===== config.mk =====
export PLATFORM = sky130hd
export DESIGN_NAME = compressor_gain_computer_unit
export DESIGN_NICKNAME = d
export VERILOG_FILES = /design/src/design/cgc_pkg.sv /design/src/design/compressor_gain_computer_unit.sv
export SDC_FILE = /design/constraint.sdc
export NUM_CORES = 2
export LEC_CHECK = 0
export BUFFER_PORTS_ARGS = -buffer_cell sky130_fd_sc_hd__buf_2
export CAP_MARGIN = 20
export CORE_MARGIN = 2
export CORE_UTILIZATION = 55
export DETAILED_ROUTE_END_ITERATION = 12
export GPL_ROUTABILITY_DRIVEN = 0
export HOLD_SLACK_MARGIN = 0.08
export PLACE_DENSITY = 0.71
export SYNTH_ARGS = -nofsm -noshare
export SYNTH_HDL_FRONTEND = slang
export SYNTH_SLANG_ARGS = --single-unit

===== constraint.sdc =====
create_clock -name clock -period 22.6 [get_ports clock]
set_input_delay 1.13 -clock clock [delete_from_list [all_inputs] [get_ports clock]]
set_output_delay 1.13 -clock clock [all_outputs]
set_load 0.03 [all_outputs]

===== src/design/cgc_pkg.sv =====
// ----------------------------------------------------------------------------
// cgc_pkg: shared constants for the compressor gain computer
// Field widths, register indexes, reset values and derived pipeline sizes.
// ----------------------------------------------------------------------------
package cgc_pkg;

   // Fixed-point formats
   localparam int DB_FRAC_BITS    = 8;
   localparam int SLOPE_FRAC_BITS = 16;

   // Field widths
   localparam int DB_W       = 16;
   localparam int RATIO_W    = 16;
   localparam int KNEE_W     = 14;
   localparam int OUT_W      = 17;
   localparam int CSR_IDX_W  = 2;
   localparam int CSR_DATA_W = 16;

   // Register indexes
   localparam logic [CSR_IDX_W-1:0] CSR_THRESHOLD = 2'd0;
   localparam logic [CSR_IDX_W-1:0] CSR_RATIO     = 2'd1;
   localparam logic [CSR_IDX_W-1:0] CSR_KNEE      = 2'd2;
   localparam logic [CSR_IDX_W-1:0] CSR_LIMITER   = 2'd3;

   // Reset values
   localparam logic [DB_W-1:0]    RST_THRESHOLD = 16'hEC00;  // -20 dB
   localparam logic [RATIO_W-1:0] RST_RATIO     = 16'd1024;  // 4:1
   localparam logic [KNEE_W-1:0]  RST_KNEE      = 14'd1536;  // 6 dB
   localparam logic [RATIO_W-1:0] RST_LIMITER   = 16'd5120;  // 20:1

   // Ratio of 1.0 in dB format, one bit wider than a ratio
   localparam logic [RATIO_W:0] UNITY_RATIO = (RATIO_W+1)'(1) << DB_FRAC_BITS;

   // Largest reduction magnitude
   localparam logic [OUT_W-1:0] OUT_MIN_MAG = (OUT_W)'(1) << (OUT_W-1);

   // Soft knee: twice the distance above the knee bottom stays below 2*knee
   localparam int D2_W  = KNEE_W + 1;
   // Numerator after dropping the constant part of the divisor
   localparam int NUM_W = 2*D2_W - 3;
   // Soft-knee quotient never exceeds knee/2
   localparam int QUO_W = KNEE_W - 1;
   // Input, prep, multiply, multiply, divide stages, output
   localparam int PIPE_STAGES = QUO_W + 5;

endpackage


===== src/design/compressor_gain_computer_unit.sv =====
// ----------------------------------------------------------------------------
// compressor_gain_computer_unit: soft-knee compressor gain computer
// Maps a detected level in dB to a gain reduction in dB, fully pipelined.
// ----------------------------------------------------------------------------
// Usage:
//  - req channel: one signed Q8.8 level word per handshake (req_valid/req_ready).
//  - rsp channel: one signed Q9.8 gain reduction word (zero or negative) for
//    every accepted word, in order (rsp_valid/rsp_ready).
//  - csr port: write enable, index and data; threshold (0), ratio (1),
//    knee width (2) and limiter ratio (3). Write only while the block is idle.
//  - Throughput: one word per cycle while the slope divider is idle and the
//    skid register is empty. Pipeline: input, prep, two multiply stages, one
//    stage per soft-knee quotient bit, output register.
//  - Slope 1 - 1/ratio comes from a bit-serial divider that runs after reset
//    and after each ratio write; while it runs, req_ready is low.
//  - Reset (synchronous, active high) empties the pipeline and loads the
//    default registers: -20 dB threshold, 4:1 ratio, 6 dB knee, 20:1 limiter.
//  - Receiver stall: the last word moves into a skid register, so the stage
//    in front keeps filling; the pipeline holds only while the skid is full.
// ----------------------------------------------------------------------------
module compressor_gain_computer_unit #(
   parameter int SLOPE_FRAC_BITS = cgc_pkg::SLOPE_FRAC_BITS
) (
   input  logic                                 clock,
   input  logic                                 reset,
   // request channel
   input  logic                                 req_valid,
   output logic                                 req_ready,
   input  logic signed [cgc_pkg::DB_W-1:0]      req_level_db,
   // response channel
   output logic                                 rsp_valid,
   input  logic                                 rsp_ready,
   output logic signed [cgc_pkg::OUT_W-1:0]     rsp_gain_reduction_db,
   // configuration port
   input  logic                                 csr_we,
   input  logic [cgc_pkg::CSR_IDX_W-1:0]        csr_index,
   input  logic [cgc_pkg::CSR_DATA_W-1:0]       csr_wdata
);

   localparam int SF     = SLOPE_FRAC_BITS;
   localparam int MW     = SF + 1;                  // slope magnitude width
   localparam int CNT_W  = $clog2(SF + 1);
   localparam int DB_W   = cgc_pkg::DB_W;
   localparam int RW     = cgc_pkg::RATIO_W;
   localparam int KW     = cgc_pkg::KNEE_W;
   localparam int OW     = cgc_pkg::OUT_W;
   localparam int D2_W   = cgc_pkg::D2_W;
   localparam int NUM_W  = cgc_pkg::NUM_W;
   localparam int QW     = cgc_pkg::QUO_W;
   localparam int NST    = cgc_pkg::PIPE_STAGES;
   localparam int LAST   = NST - 1;

   // ------------------------------------------------------------------------
   // Configuration registers
   // ------------------------------------------------------------------------
   logic [DB_W-1:0] threshold_ff;
   logic [RW-1:0]   ratio_ff;
   logic [KW-1:0]   knee_ff;
   logic [RW-1:0]   limiter_ff;

   always_ff @(posedge clock) begin
      if (reset) begin
         threshold_ff <= cgc_pkg::RST_THRESHOLD;
         ratio_ff     <= cgc_pkg::RST_RATIO;
         knee_ff      <= cgc_pkg::RST_KNEE;
         limiter_ff   <= cgc_pkg::RST_LIMITER;
      end else if (csr_we) begin
         unique case (csr_index)
            cgc_pkg::CSR_THRESHOLD: threshold_ff <= csr_wdata[DB_W-1:0];
            cgc_pkg::CSR_RATIO:     ratio_ff     <= csr_wdata[RW-1:0];
            cgc_pkg::CSR_KNEE:      knee_ff      <= csr_wdata[KW-1:0];
            cgc_pkg::CSR_LIMITER:   limiter_ff   <= csr_wdata[RW-1:0];
         endcase
      end
   end

   // ------------------------------------------------------------------------
   // Slope divider: quotient of ((ratio - 1.0) << SF) / ratio, one bit a cycle
   // ------------------------------------------------------------------------
   logic             sdiv_start_ff, sdiv_start_in;
   logic             sdiv_busy_ff,  sdiv_busy_in;
   logic [CNT_W-1:0] sdiv_cnt_ff,   sdiv_cnt_in;
   logic [RW-1:0]    sdiv_rem_ff,   sdiv_rem_in;
   logic [SF-1:0]    sdiv_quo_ff,   sdiv_quo_in;
   logic [RW:0]      sdiv_shift;
   logic [RW:0]      sdiv_diff;
   logic             sdiv_ge;

   assign sdiv_shift = {sdiv_rem_ff, 1'b0};
   assign sdiv_diff  = sdiv_shift - {1'b0, ratio_ff};
   assign sdiv_ge    = sdiv_shift >= {1'b0, ratio_ff};

   always_comb begin
      sdiv_start_in = sdiv_start_ff;
      sdiv_busy_in  = sdiv_busy_ff;
      sdiv_cnt_in   = sdiv_cnt_ff;
      sdiv_rem_in   = sdiv_rem_ff;
      sdiv_quo_in   = sdiv_quo_ff;
      priority if (sdiv_start_ff) begin
         // load the partial remainder with ratio - 1.0
         sdiv_start_in = 1'b0;
         sdiv_busy_in  = 1'b1;
         sdiv_cnt_in   = CNT_W'(SF);
         sdiv_rem_in   = RW'({1'b0, ratio_ff} - cgc_pkg::UNITY_RATIO);
         sdiv_quo_in   = '0;
      end else if (sdiv_busy_ff) begin
         sdiv_rem_in  = sdiv_ge ? sdiv_diff[RW-1:0] : sdiv_shift[RW-1:0];
         sdiv_quo_in  = {sdiv_quo_ff[SF-2:0], sdiv_ge};
         sdiv_cnt_in  = sdiv_cnt_ff - CNT_W'(1);
         sdiv_busy_in = (sdiv_cnt_ff != CNT_W'(1));
      end else begin
         // idle: hold the quotient
         sdiv_busy_in = 1'b0;
      end
      // a new ratio restarts the divider
      if (csr_we && (csr_index == cgc_pkg::CSR_RATIO)) begin
         sdiv_start_in = 1'b1;
      end
   end

   always_ff @(posedge clock) begin
      if (reset) begin
         sdiv_start_ff <= 1'b1;
         sdiv_busy_ff  <= 1'b0;
         sdiv_cnt_ff   <= '0;
      end else begin
         sdiv_start_ff <= sdiv_start_in;
         sdiv_busy_ff  <= sdiv_busy_in;
         sdiv_cnt_ff   <= sdiv_cnt_in;
      end
      sdiv_rem_ff <= sdiv_rem_in;
      sdiv_quo_ff <= sdiv_quo_in;
   end

   // Slope magnitude used by the datapath; pinned to 1.0 at the limiter
   logic [MW-1:0] slope_m;
   logic          unity;

   assign slope_m = (ratio_ff >= limiter_ff) ? (MW'(1) << SF) : {1'b0, sdiv_quo_ff};
   assign unity   = ({1'b0, ratio_ff} <= cgc_pkg::UNITY_RATIO);

   // ------------------------------------------------------------------------
   // Pipeline control: every stage advances while the skid register is empty
   // ------------------------------------------------------------------------
   logic           en;
   logic           req_fire;
   logic [NST-1:0] v_ff;
   logic           skid_v_ff, skid_v_in;

   assign en        = !skid_v_ff;
   assign req_ready = en && !sdiv_busy_ff && !sdiv_start_ff;
   assign req_fire  = req_valid && req_ready;

   always_ff @(posedge clock) begin
      if (reset) begin
         v_ff <= '0;
      end else if (en) begin
         v_ff <= {v_ff[NST-2:0], req_fire};
      end
   end

   // ------------------------------------------------------------------------
   // Stage 0: input register
   // ------------------------------------------------------------------------
   logic [DB_W-1:0] a_level_ff;

   always_ff @(posedge clock) begin
      if (req_fire) begin
         a_level_ff <= req_level_db;
      end
   end

   // ------------------------------------------------------------------------
   // Stage 1: distance from threshold, region select
   // ------------------------------------------------------------------------
   logic signed [DB_W:0]   diff;
   logic signed [DB_W+2:0] d2s;        // 2*(level - threshold) + knee
   logic signed [DB_W+2:0] knee2;      // 2*knee
   logic                   b_zero_in, b_hard_in;
   logic                   b_zero_ff, b_hard_ff;
   logic [DB_W-1:0]        b_diff_ff;
   logic [D2_W-1:0]        b_d2_ff;

   assign diff  = $signed({a_level_ff[DB_W-1], a_level_ff})
                - $signed({threshold_ff[DB_W-1], threshold_ff});
   assign d2s   = $signed({diff[DB_W], diff, 1'b0})
                + $signed({{(DB_W+3-KW){1'b0}}, knee_ff});
   assign knee2 = $signed({{(DB_W+2-KW){1'b0}}, knee_ff, 1'b0});

   always_comb begin
      b_hard_in = (knee_ff == '0) || (d2s >= knee2);
      if (knee_ff == '0) begin
         b_zero_in = unity || (diff <= 0);
      end else begin
         b_zero_in = unity || (d2s <= 0);
      end
   end

   always_ff @(posedge clock) begin
      if (en) begin
         b_zero_ff <= b_zero_in;
         b_hard_ff <= b_hard_in;
         b_diff_ff <= diff[DB_W-1:0];
         b_d2_ff   <= d2s[D2_W-1:0];
      end
   end

   // ------------------------------------------------------------------------
   // Stage 2: hard-knee product and first soft-knee product
   // ------------------------------------------------------------------------
   logic [DB_W+MW-1:0] c_hprod_in, c_hprod_ff;
   logic [MW+D2_W-1:0] c_md_in,    c_md_ff;
   logic [D2_W-1:0]    c_d2_ff;
   logic               c_zero_ff, c_hard_ff;

   assign c_hprod_in = b_diff_ff * slope_m;
   assign c_md_in    = slope_m * b_d2_ff;

   always_ff @(posedge clock) begin
      if (en) begin
         c_hprod_ff <= c_hprod_in;
         c_md_ff    <= c_md_in;
         c_d2_ff    <= b_d2_ff;
         c_zero_ff  <= b_zero_ff;
         c_hard_ff  <= b_hard_ff;
      end
   end

   // ------------------------------------------------------------------------
   // Stage 3: hard-knee magnitude, soft-knee numerator m*d2*d2 >> (SF+3)
   // ------------------------------------------------------------------------
   logic [MW+2*D2_W-1:0] nprod;
   logic [OW-1:0]        hmag_in;
   logic [NUM_W-1:0]     num_in;

   assign nprod   = c_md_ff * c_d2_ff;
   assign hmag_in = c_hprod_ff[SF +: OW];
   assign num_in  = nprod[SF+3 +: NUM_W];

   // Divide stages: index 0 is stage 3, index QW feeds the output stage
   logic [NUM_W-1:0] dv_rem_ff  [0:QW];
   logic [QW-1:0]    dv_quo_ff  [0:QW];
   logic [OW-1:0]    dv_hmag_ff [0:QW];
   logic             dv_zero_ff [0:QW];
   logic             dv_hard_ff [0:QW];

   always_ff @(posedge clock) begin
      if (en) begin
         dv_rem_ff[0]  <= num_in;
         dv_quo_ff[0]  <= '0;
         dv_hmag_ff[0] <= hmag_in;
         dv_zero_ff[0] <= c_zero_ff;
         dv_hard_ff[0] <= c_hard_ff;
      end
   end

   // ------------------------------------------------------------------------
   // Stages 4..QW+3: restoring division by the knee width, one bit per stage
   // ------------------------------------------------------------------------
   for (genvar j = 0; j < QW; j++) begin : g_div
      localparam int B = QW - 1 - j;
      logic [NUM_W-1:0] cmp;
      logic             ge;
      logic [NUM_W-1:0] rem_in;
      logic [QW-1:0]    quo_in;

      assign cmp    = NUM_W'(knee_ff) << B;
      assign ge     = dv_rem_ff[j] >= cmp;
      assign rem_in = ge ? (dv_rem_ff[j] - cmp) : dv_rem_ff[j];
      assign quo_in = dv_quo_ff[j] | (QW'(ge) << B);

      always_ff @(posedge clock) begin
         if (en) begin
            dv_rem_ff[j+1]  <= rem_in;
            dv_quo_ff[j+1]  <= quo_in;
            dv_hmag_ff[j+1] <= dv_hmag_ff[j];
            dv_zero_ff[j+1] <= dv_zero_ff[j];
            dv_hard_ff[j+1] <= dv_hard_ff[j];
         end
      end
   end

   // ------------------------------------------------------------------------
   // Output stage: select, saturate, negate
   // ------------------------------------------------------------------------
   logic [OW-1:0] mag_sel, mag_sat, gain_in;
   logic [OW-1:0] o_gain_ff;
   logic [OW-1:0] skid_gain_ff;

   always_comb begin
      priority if (dv_zero_ff[QW]) begin
         mag_sel = '0;
      end else if (dv_hard_ff[QW]) begin
         mag_sel = dv_hmag_ff[QW];
      end else begin
         mag_sel = OW'(dv_quo_ff[QW]);
      end
      mag_sat = (mag_sel > cgc_pkg::OUT_MIN_MAG) ? cgc_pkg::OUT_MIN_MAG : mag_sel;
      gain_in = OW'(0) - mag_sat;
   end

   always_ff @(posedge clock) begin
      if (en) begin
         o_gain_ff <= gain_in;
      end
   end

   // ------------------------------------------------------------------------
   // Skid register: catch the last word when the receiver stalls
   // ------------------------------------------------------------------------
   always_comb begin
      if (skid_v_ff) begin
         skid_v_in = !rsp_ready;
      end else begin
         skid_v_in = v_ff[LAST] && !rsp_ready;
      end
   end

   always_ff @(posedge clock) begin
      if (reset) begin
         skid_v_ff <= 1'b0;
      end else begin
         skid_v_ff <= skid_v_in;
      end
      if (!skid_v_ff) begin
         skid_gain_ff <= o_gain_ff;
      end
   end

   assign rsp_valid             = skid_v_ff || v_ff[LAST];
   assign rsp_gain_reduction_db = skid_v_ff ? skid_gain_ff : o_gain_ff;

   // ------------------------------------------------------------------------
   // Assertions
   // ------------------------------------------------------------------------
`ifndef SYNTHESIS
   a_gain_nonpositive : assert property (@(posedge clock) disable iff (reset)
      rsp_valid |-> (rsp_gain_reduction_db[OW-1] || (rsp_gain_reduction_db == '0)))
      else $error("gain reduction is positive");

   a_skid_cause : assert property (@(posedge clock) disable iff (reset)
      $rose(skid_v_ff) |-> $past(v_ff[LAST] && !rsp_ready))
      else $error("skid register filled without a receiver stall");

   a_sdiv_launch : assert property (@(posedge clock) disable iff (reset)
      sdiv_start_ff |=> (sdiv_busy_ff || sdiv_start_ff))
      else $error("slope divider did not launch");

   a_no_accept_busy : assert property (@(posedge clock) disable iff (reset)
      (sdiv_busy_ff && !$past(sdiv_busy_ff)) |-> !v_ff[0] || !req_fire)
      else $error("word accepted while slope divider starts");
`endif

endmodule

# Word level (Yosys, flattened, before mapping)
# Memories as Yosys holds them, arrays and structs flattened.
# Index checks and enable logic that the tools add are counted.
# W data, S select, Z words.
word_totals:
  ramBits: 826
  memories: 5
  elab_cells: 138
  inputBits: 39
  register_bits: 285
  out_inout_bits: 19
mem_list:
  columns: ["memory", "depth", "word_bits", "read_ports", "rd_ports_with_merged_regs", "wr", "line_no", "rtl"]
  rows:
  - ["dv_rem_ff", 14, 27, 13, 0, 14, "compressor_gain_computer_unit.sv:241", "logic [NUM_W-1:0] dv_rem_ff [0:QW];"]
  - ["dv_hmag_ff", 14, 17, 14, 0, 14, "compressor_gain_computer_unit.sv:243", "logic [OW-1:0] dv_hmag_ff [0:QW];"]
  - ["dv_quo_ff", 14, 13, 14, 0, 14, "compressor_gain_computer_unit.sv:242", "logic [QW-1:0] dv_quo_ff [0:QW];"]
  - ["dv_hard_ff", 14, 1, 14, 0, 14, "compressor_gain_computer_unit.sv:245", "logic dv_hard_ff [0:QW];"]
  - ["dv_zero_ff", 14, 1, 14, 0, 14, "compressor_gain_computer_unit.sv:244", "logic dv_zero_ff [0:QW];"]
op_classes:
  reduce_logical: 21
  eq_ne: 4
  magnitude_cmp: 20
  multipliers: 3
  n_mux: 29
  n_bitwise: 13
  addsub: 19
op_table:
  columns: ["operator", "count"]
  rows:
  - ["$mux W27", 13]
  - ["$mux W17", 5]
  - ["$mux W16", 3]
  - ["$mul A32 B15 Y46", 1]
  - ["$mul A16 B17 Y33", 1]
  - ["$mul A17 B15 Y32", 1]
  - ["$ge A27 B14 Y1", 1]
  - ["$ge A27 B15 Y1", 1]
  - ["$ge A27 B16 Y1", 1]
  - ["$ge A27 B17 Y1", 1]
  - ["$ge A27 B18 Y1", 1]
  - ["$ge A27 B19 Y1", 1]
  - ["$ge A27 B20 Y1", 1]
  - ["$ge A27 B21 Y1", 1]
  - ["$ge A27 B22 Y1", 1]
  - ["$ge A27 B23 Y1", 1]
  - ["$ge A27 B24 Y1", 1]
  - ["$ge A27 B25 Y1", 1]
  - ["$ge A27 B26 Y1", 1]
  - ["$sub A27 B14 Y27", 1]
  - ["$sub A27 B15 Y27", 1]
  - ["$sub A27 B16 Y27", 1]
  - ["$sub A27 B17 Y27", 1]
  - ["$sub A27 B18 Y27", 1]
  - ["other kinds (47)", 67]

# Depth between registers and ports, before layout
# An unclocked memory read counts as a cell.
depth:
  depth_word: 6
  mapped_depth: 35
  depth_no_buf: 32

# Least setup slack after synthesis
# No wires, ideal clock.
synth_path:
  path_type: "reg2reg"
  from: "register skid_v_ff"
  to: "register b_d2_ff[0] (enable)"
  required_time_ps: 21433
  setup_slack_ps: 4766
  arrival_time_ps: 16668
  path_stages_with_launch: 4
  path_buffers: 2
  cell_sequence: "dfxtp_1 -> clkbuf_1 -> clkbuf_1 -> inv_1"
synth_lines:
  columns: ["item", "line_no", "rtl"]
  rows:
  - ["from (decl)", "compressor_gain_computer_unit.sv:148", "logic skid_v_ff, skid_v_in;"]
  - ["from (signal assigned)", "compressor_gain_computer_unit.sv:323", "skid_v_ff <= skid_v_in;"]
  - ["to (signal assigned)", "compressor_gain_computer_unit.sv:204", "b_d2_ff <= d2s[D2_W-1:0];"]
  - ["to (decl)", "compressor_gain_computer_unit.sv:182", "logic [D2_W-1:0] b_d2_ff;"]
# No word-level cell between the ends.

# Worst setup path in the final report
layout_path:
  from: "register ratio_ff[0]"
  to: "register c_hprod_ff[32], data pin"
layout_via:
  elab_chain_len: 3
layout_rtl:
  columns: ["item", "line_no", "rtl"]
  rows:
  - ["from (decl)", "compressor_gain_computer_unit.sv:57", "logic [RW-1:0] ratio_ff;"]
  - ["from (signal assigned)", "compressor_gain_computer_unit.sv:64", "ratio_ff <= cgc_pkg::RST_RATIO;"]
  - ["from (signal assigned)", "compressor_gain_computer_unit.sv:70", "cgc_pkg::CSR_RATIO: ratio_ff <= csr_wdata[RW-1:0];"]
  - ["$ge A16 B16 Y1", "compressor_gain_computer_unit.sv:139", "assign slope_m = (ratio_ff >= limiter_ff) ? (MW'(1) << SF) : {1'b0, sdiv_quo_ff};"]
  - ["$mux W17", "compressor_gain_computer_unit.sv:139", null]
  - ["$mul A16 B17 Y33", "compressor_gain_computer_unit.sv:216", "assign c_hprod_in = b_diff_ff * slope_m;"]
  - ["via c_hprod_in[32]", "compressor_gain_computer_unit.sv:211", "logic [DB_W+MW-1:0] c_hprod_in, c_hprod_ff;"]
  - ["to (signal assigned)", "compressor_gain_computer_unit.sv:221", "c_hprod_ff <= c_hprod_in;"]
  - ["to (decl)", "compressor_gain_computer_unit.sv:211", null]
# The timed path passes the listed nets, and every way through them passes these cells.
# A chain may end at the register's enable or synchronous reset.

==> impl_metrics.py <==
metrics = {
    "run_status": {
        "status": "finished, final reports clean",
    },
    "hold_path": {
        "whs_path_depth": 0,
        "hold_path_class": "reg2reg",
        "min_to": "dv_hmag_ff[0][37]",
        "worstHoldStart": "dv_hmag_ff[0][20]",
    },
    "grt": {
        "grt_pass1_wl_um": 282000,
        "grt_pass1_vias": 52408,
        "track_usage": 0.254,
        "antenna_found_initial": 5,
        "grt_max_degree": 275,
        "gr-total-overflow": 0,
    },
    "pwr": {
        "p_seq_frac": 0.385,
        "vdd_drop_max_uv": 74.2,
        "p_sw_mw": 2.93,
        "p_clk_frac": 0.210,
        "p_sw_frac": 0.369,
        "power_density_nw_per_um2": 97.9,
        "p_leak_nw": 36.3,
        "p_int_mw": 5.01,
        "combPwrFrac": 0.405,
    },
    "cts": {
        "cts-root-buf": "clkbuf_16",
        "postCtsResizedCells": 0,
        "cts_hold_buf": 0,
        "clkSinkCount": 977,
        "cts_setup_buffers": 0,
        "clk_pin_slew_ps": 70,
        "cts_htree_levels": 3,
        "cts_tree": "built",
        "insertion_delay_ps": 740,
        "clk_path_buf_depth": 3,
        "numCtsBuffers": 101,
    },
    "floorplan": {
        "io_pins": 58,
        "fp.dieW_um": 375,
        "core_um2": 136000,
        "die_h_um": 375,
        "start_util": 0.556,
        "fp-row-count": 135,
        "dieArea_um2": 140000,
    },
    "timing": {
        "setup_viol": 0,
        "fmax_mhz": 94.6,
        "hold_viol": 0,
        "drv_slew": 0,
        "hold_slack_ps": 384,
        "fin_crit_sh": 0.468,
        "rsz0062_at_grt": "false",
        "period_minus_slack_ps": 10570,
        "maxSlewHeadroom": 0.235,
        "setup_tns_ps": 0,
        "finalClockSkew_ps": 63.0,
        "worst_pin_slew_ps": 1150,
    },
    "layout": {
        "layout_commonest_cell": "inv_1",
        "nets": 8335,
        "area_growth_syn_to_layout_pct": 7.38,
        "final_cell_mix": "927 x inv_1, 856 x edfxtp_1, 835 x nand2_1",
        "multi_input_area_um2": 42900,
        "drive_above_1_share": 0.0554,
        "fillers": 10924,
        "fin_cells": 8802,
        "area.sequential_um2": 28100,
        "final_core_util": 0.597,
    },
    "setup_path": {
        "cpMostUsedCell": "fa_1",
        "reg2reg_to": "c_hprod_ff[32]",
        "end_kind": "flip-flop",
        "reg2reg_depth": 29,
        "rrSetupSlack_ps": 12030,
        "crit_path_start_kind": "flip-flop",
        "crit_path_top_delay_cell": "and2_1",
        "rr_startpoint": "ratio_ff[0]",
        "cp.required_ps": 23050,
        "crit_fanout": 274,
        "slowest_delay_ps": 910,
        "critPathKind": "reg2reg",
        "crit_arrival_ps": 11010,
    },
    "synthesis": {
        "ys_ff_latch": 977,
        "synthArstFlopShare": 0,
        "syn-num-nets": 8361,
        "syn_area_um2": 75500,
        "yosys_warnings": 0,
        "seq_area_frac_synth": 0.372,
        "synth_ff_type": "edfxtp_1",
        "synth_cell_type_count": 82,
        "synth_edf_count": 856,
        "syn_avg_cell_area_um2": 10.9,
        "syn_inst": 6958,
    },
    "place": {
        "dp_cells": 8605,
        "port_buffers": 57,
        "hpwlAfterDp_um": 127000,
    },
    "detailed_routing": {
        "route.detailed.drc": 0,
        "ant_nets": 0,
        "drt_iter0_drc": 3875,
        "wl_um": 175000,
        "viasPerCell": 5.78,
        "dr.pass1.iters": 5,
        "vias": 50868,
        "wire_per_inst_um": 19.9,
    },
    "job": {
        "cap_viol_max_count": 0,
    },
}
-- sequential cells by signal (all words and copies together), names as in the netlist, 15 cells and up --
name,cells
threshold_ff,16
a_level_ff,16
limiter_ff,16
b_d2_ff,15
o_gain_ff,17
sdiv_rem_ff,16
dv_rem_ff,351
c_d2_ff,15
dv_quo_ff,91
c_hprod_ff,17
c_md_ff,32
b_diff_ff,16
skid_gain_ff,17
dv_hmag_ff,238
v_ff,18
ratio_ff,16
sdiv_quo_ff,16
-- cell families (layout without fill, tap and decap cells) --
group | Yosys count | count (layout) | synth area share
AOI/OAI and AO/OA | 859 | 859 | 0.0711
DFF | 977 | 977 | 0.372
xor gates and xnor gates | 297 | 297 | 0.0344
other | 0 | 2 | 0
adders and majority gates | 1364 | 1364 | 0.306
buffers and inverters | 1192 | 1253 | 0.0596
and+or+nand+nor | 2149 | 2149 | 0.140
muxes | 120 | 120 | 0.0170
-- power groups by stage --
stage | sequential [mW] | combinational (mW) | clock [mW]
2_1_floorplan | 2.88 | 2.47 | 0
3_3_place_gp | 3.07 | 3.09 | 0
3_5_place_dp | 3.08 | 3.16 | 0
4_1_cts | 3.05 | 3.21 | 1.71
5_1_grt | 3.11 | 3.62 | 1.77
6_report | 3.05 | 3.22 | 1.67
-- routing by layer --
metal | global-route usage | share of wire
met4 | 0.0993 | 0.039
met3 | 0.0372 | 0.070
met1 | 0.335 | 0.41
met5 | 0 | 0.00015
met2 | 0.425 | 0.48
-- stage by stage --
step	cell area [um2]	setup WS [ps]	power, mW
4_1_cts	81000	12170	7.97
3_5_place_dp	77700	12190	6.25
5_1_grt	81100	11560	8.51
6_report	81100	12030	7.94
2_1_floorplan	75500	4770	5.36
3_3_place_gp	77600	12540	6.16
-- Yosys cell counts, types with 17 or more instances --
cell / instances / share of area
a211oi_1: 33 / 0.0033
and3_1: 243 / 0.020
nand2b_1: 52 / 0.0043
mux2_2: 66 / 0.0098
a21boi_0: 32 / 0.0032
mux2i_1: 54 / 0.0072
nor4b_1: 17 / 0.0020
o21a_1: 44 / 0.0044
inv_1: 928 / 0.046
edfxtp_1: 856 / 0.34
nand3_1: 62 / 0.0041
nand4b_1: 19 / 0.0022
xor2_1: 91 / 0.011
nor2_1: 315 / 0.016
nand4_1: 43 / 0.0036
nor2b_1: 84 / 0.0070
a21oi_1: 316 / 0.021
or3_1: 22 / 0.0018
nand2_1: 835 / 0.041
fa_1: 801 / 0.21
xnor2_1: 206 / 0.024
a31oi_1: 20 / 0.0017
a21o_1: 93 / 0.0092
o31ai_1: 20 / 0.0020
nor3_1: 95 / 0.0063
clkbuf_1: 249 / 0.012
dfxtp_1: 121 / 0.032
and2_1: 250 / 0.021
nor4_1: 52 / 0.0043
o21bai_1: 21 / 0.0021
o21ai_0: 168 / 0.011
ha_1: 563 / 0.093
-- area by class of cell --
class	instances	area share
sequential	977	0.347
timing repair buffer	133	0.0116
clock buffer	122	0.0328
clock inverter	68	0.00875
inverter	930	0.0432
tap	1781	0.0275
multi-input combinational	4789	0.529
antenna	2	0.0000617
-- worst max-delay path: cells and delay by family, from the launching register on --
family / cells / cell delay, ps
AND/OR/NAND/NOR: 3 / 1230
AO/OA/AOI/OAI: 12 / 3820
flip-flops: 1 / 410
adder cells (fa/ha/maj): 8 / 3690
buffers and inverters: 5 / 720
XOR/XNOR: 1 / 90
-- worst max path at each step --
stage / startpoint / endpoint / slack [ps] / depth (start not counted)
final: ratio_ff[0] / c_hprod_ff[32] / 12030 / 29
after global routing: ratio_ff[0] / c_hprod_ff[32] / 11560 / 29
after CTS: ratio_ff[0] / c_hprod_ff[32] / 12170 / 29
after detailed placement: ratio_ff[0] / c_hprod_ff[32] / 12190 / 29
after global placement: ratio_ff[0] / c_hprod_ff[32] / 12540 / 29
after floorplan: skid_v_ff / b_d2_ff[0] / 4770 / 3
Power figures use the tool's default switching activity.
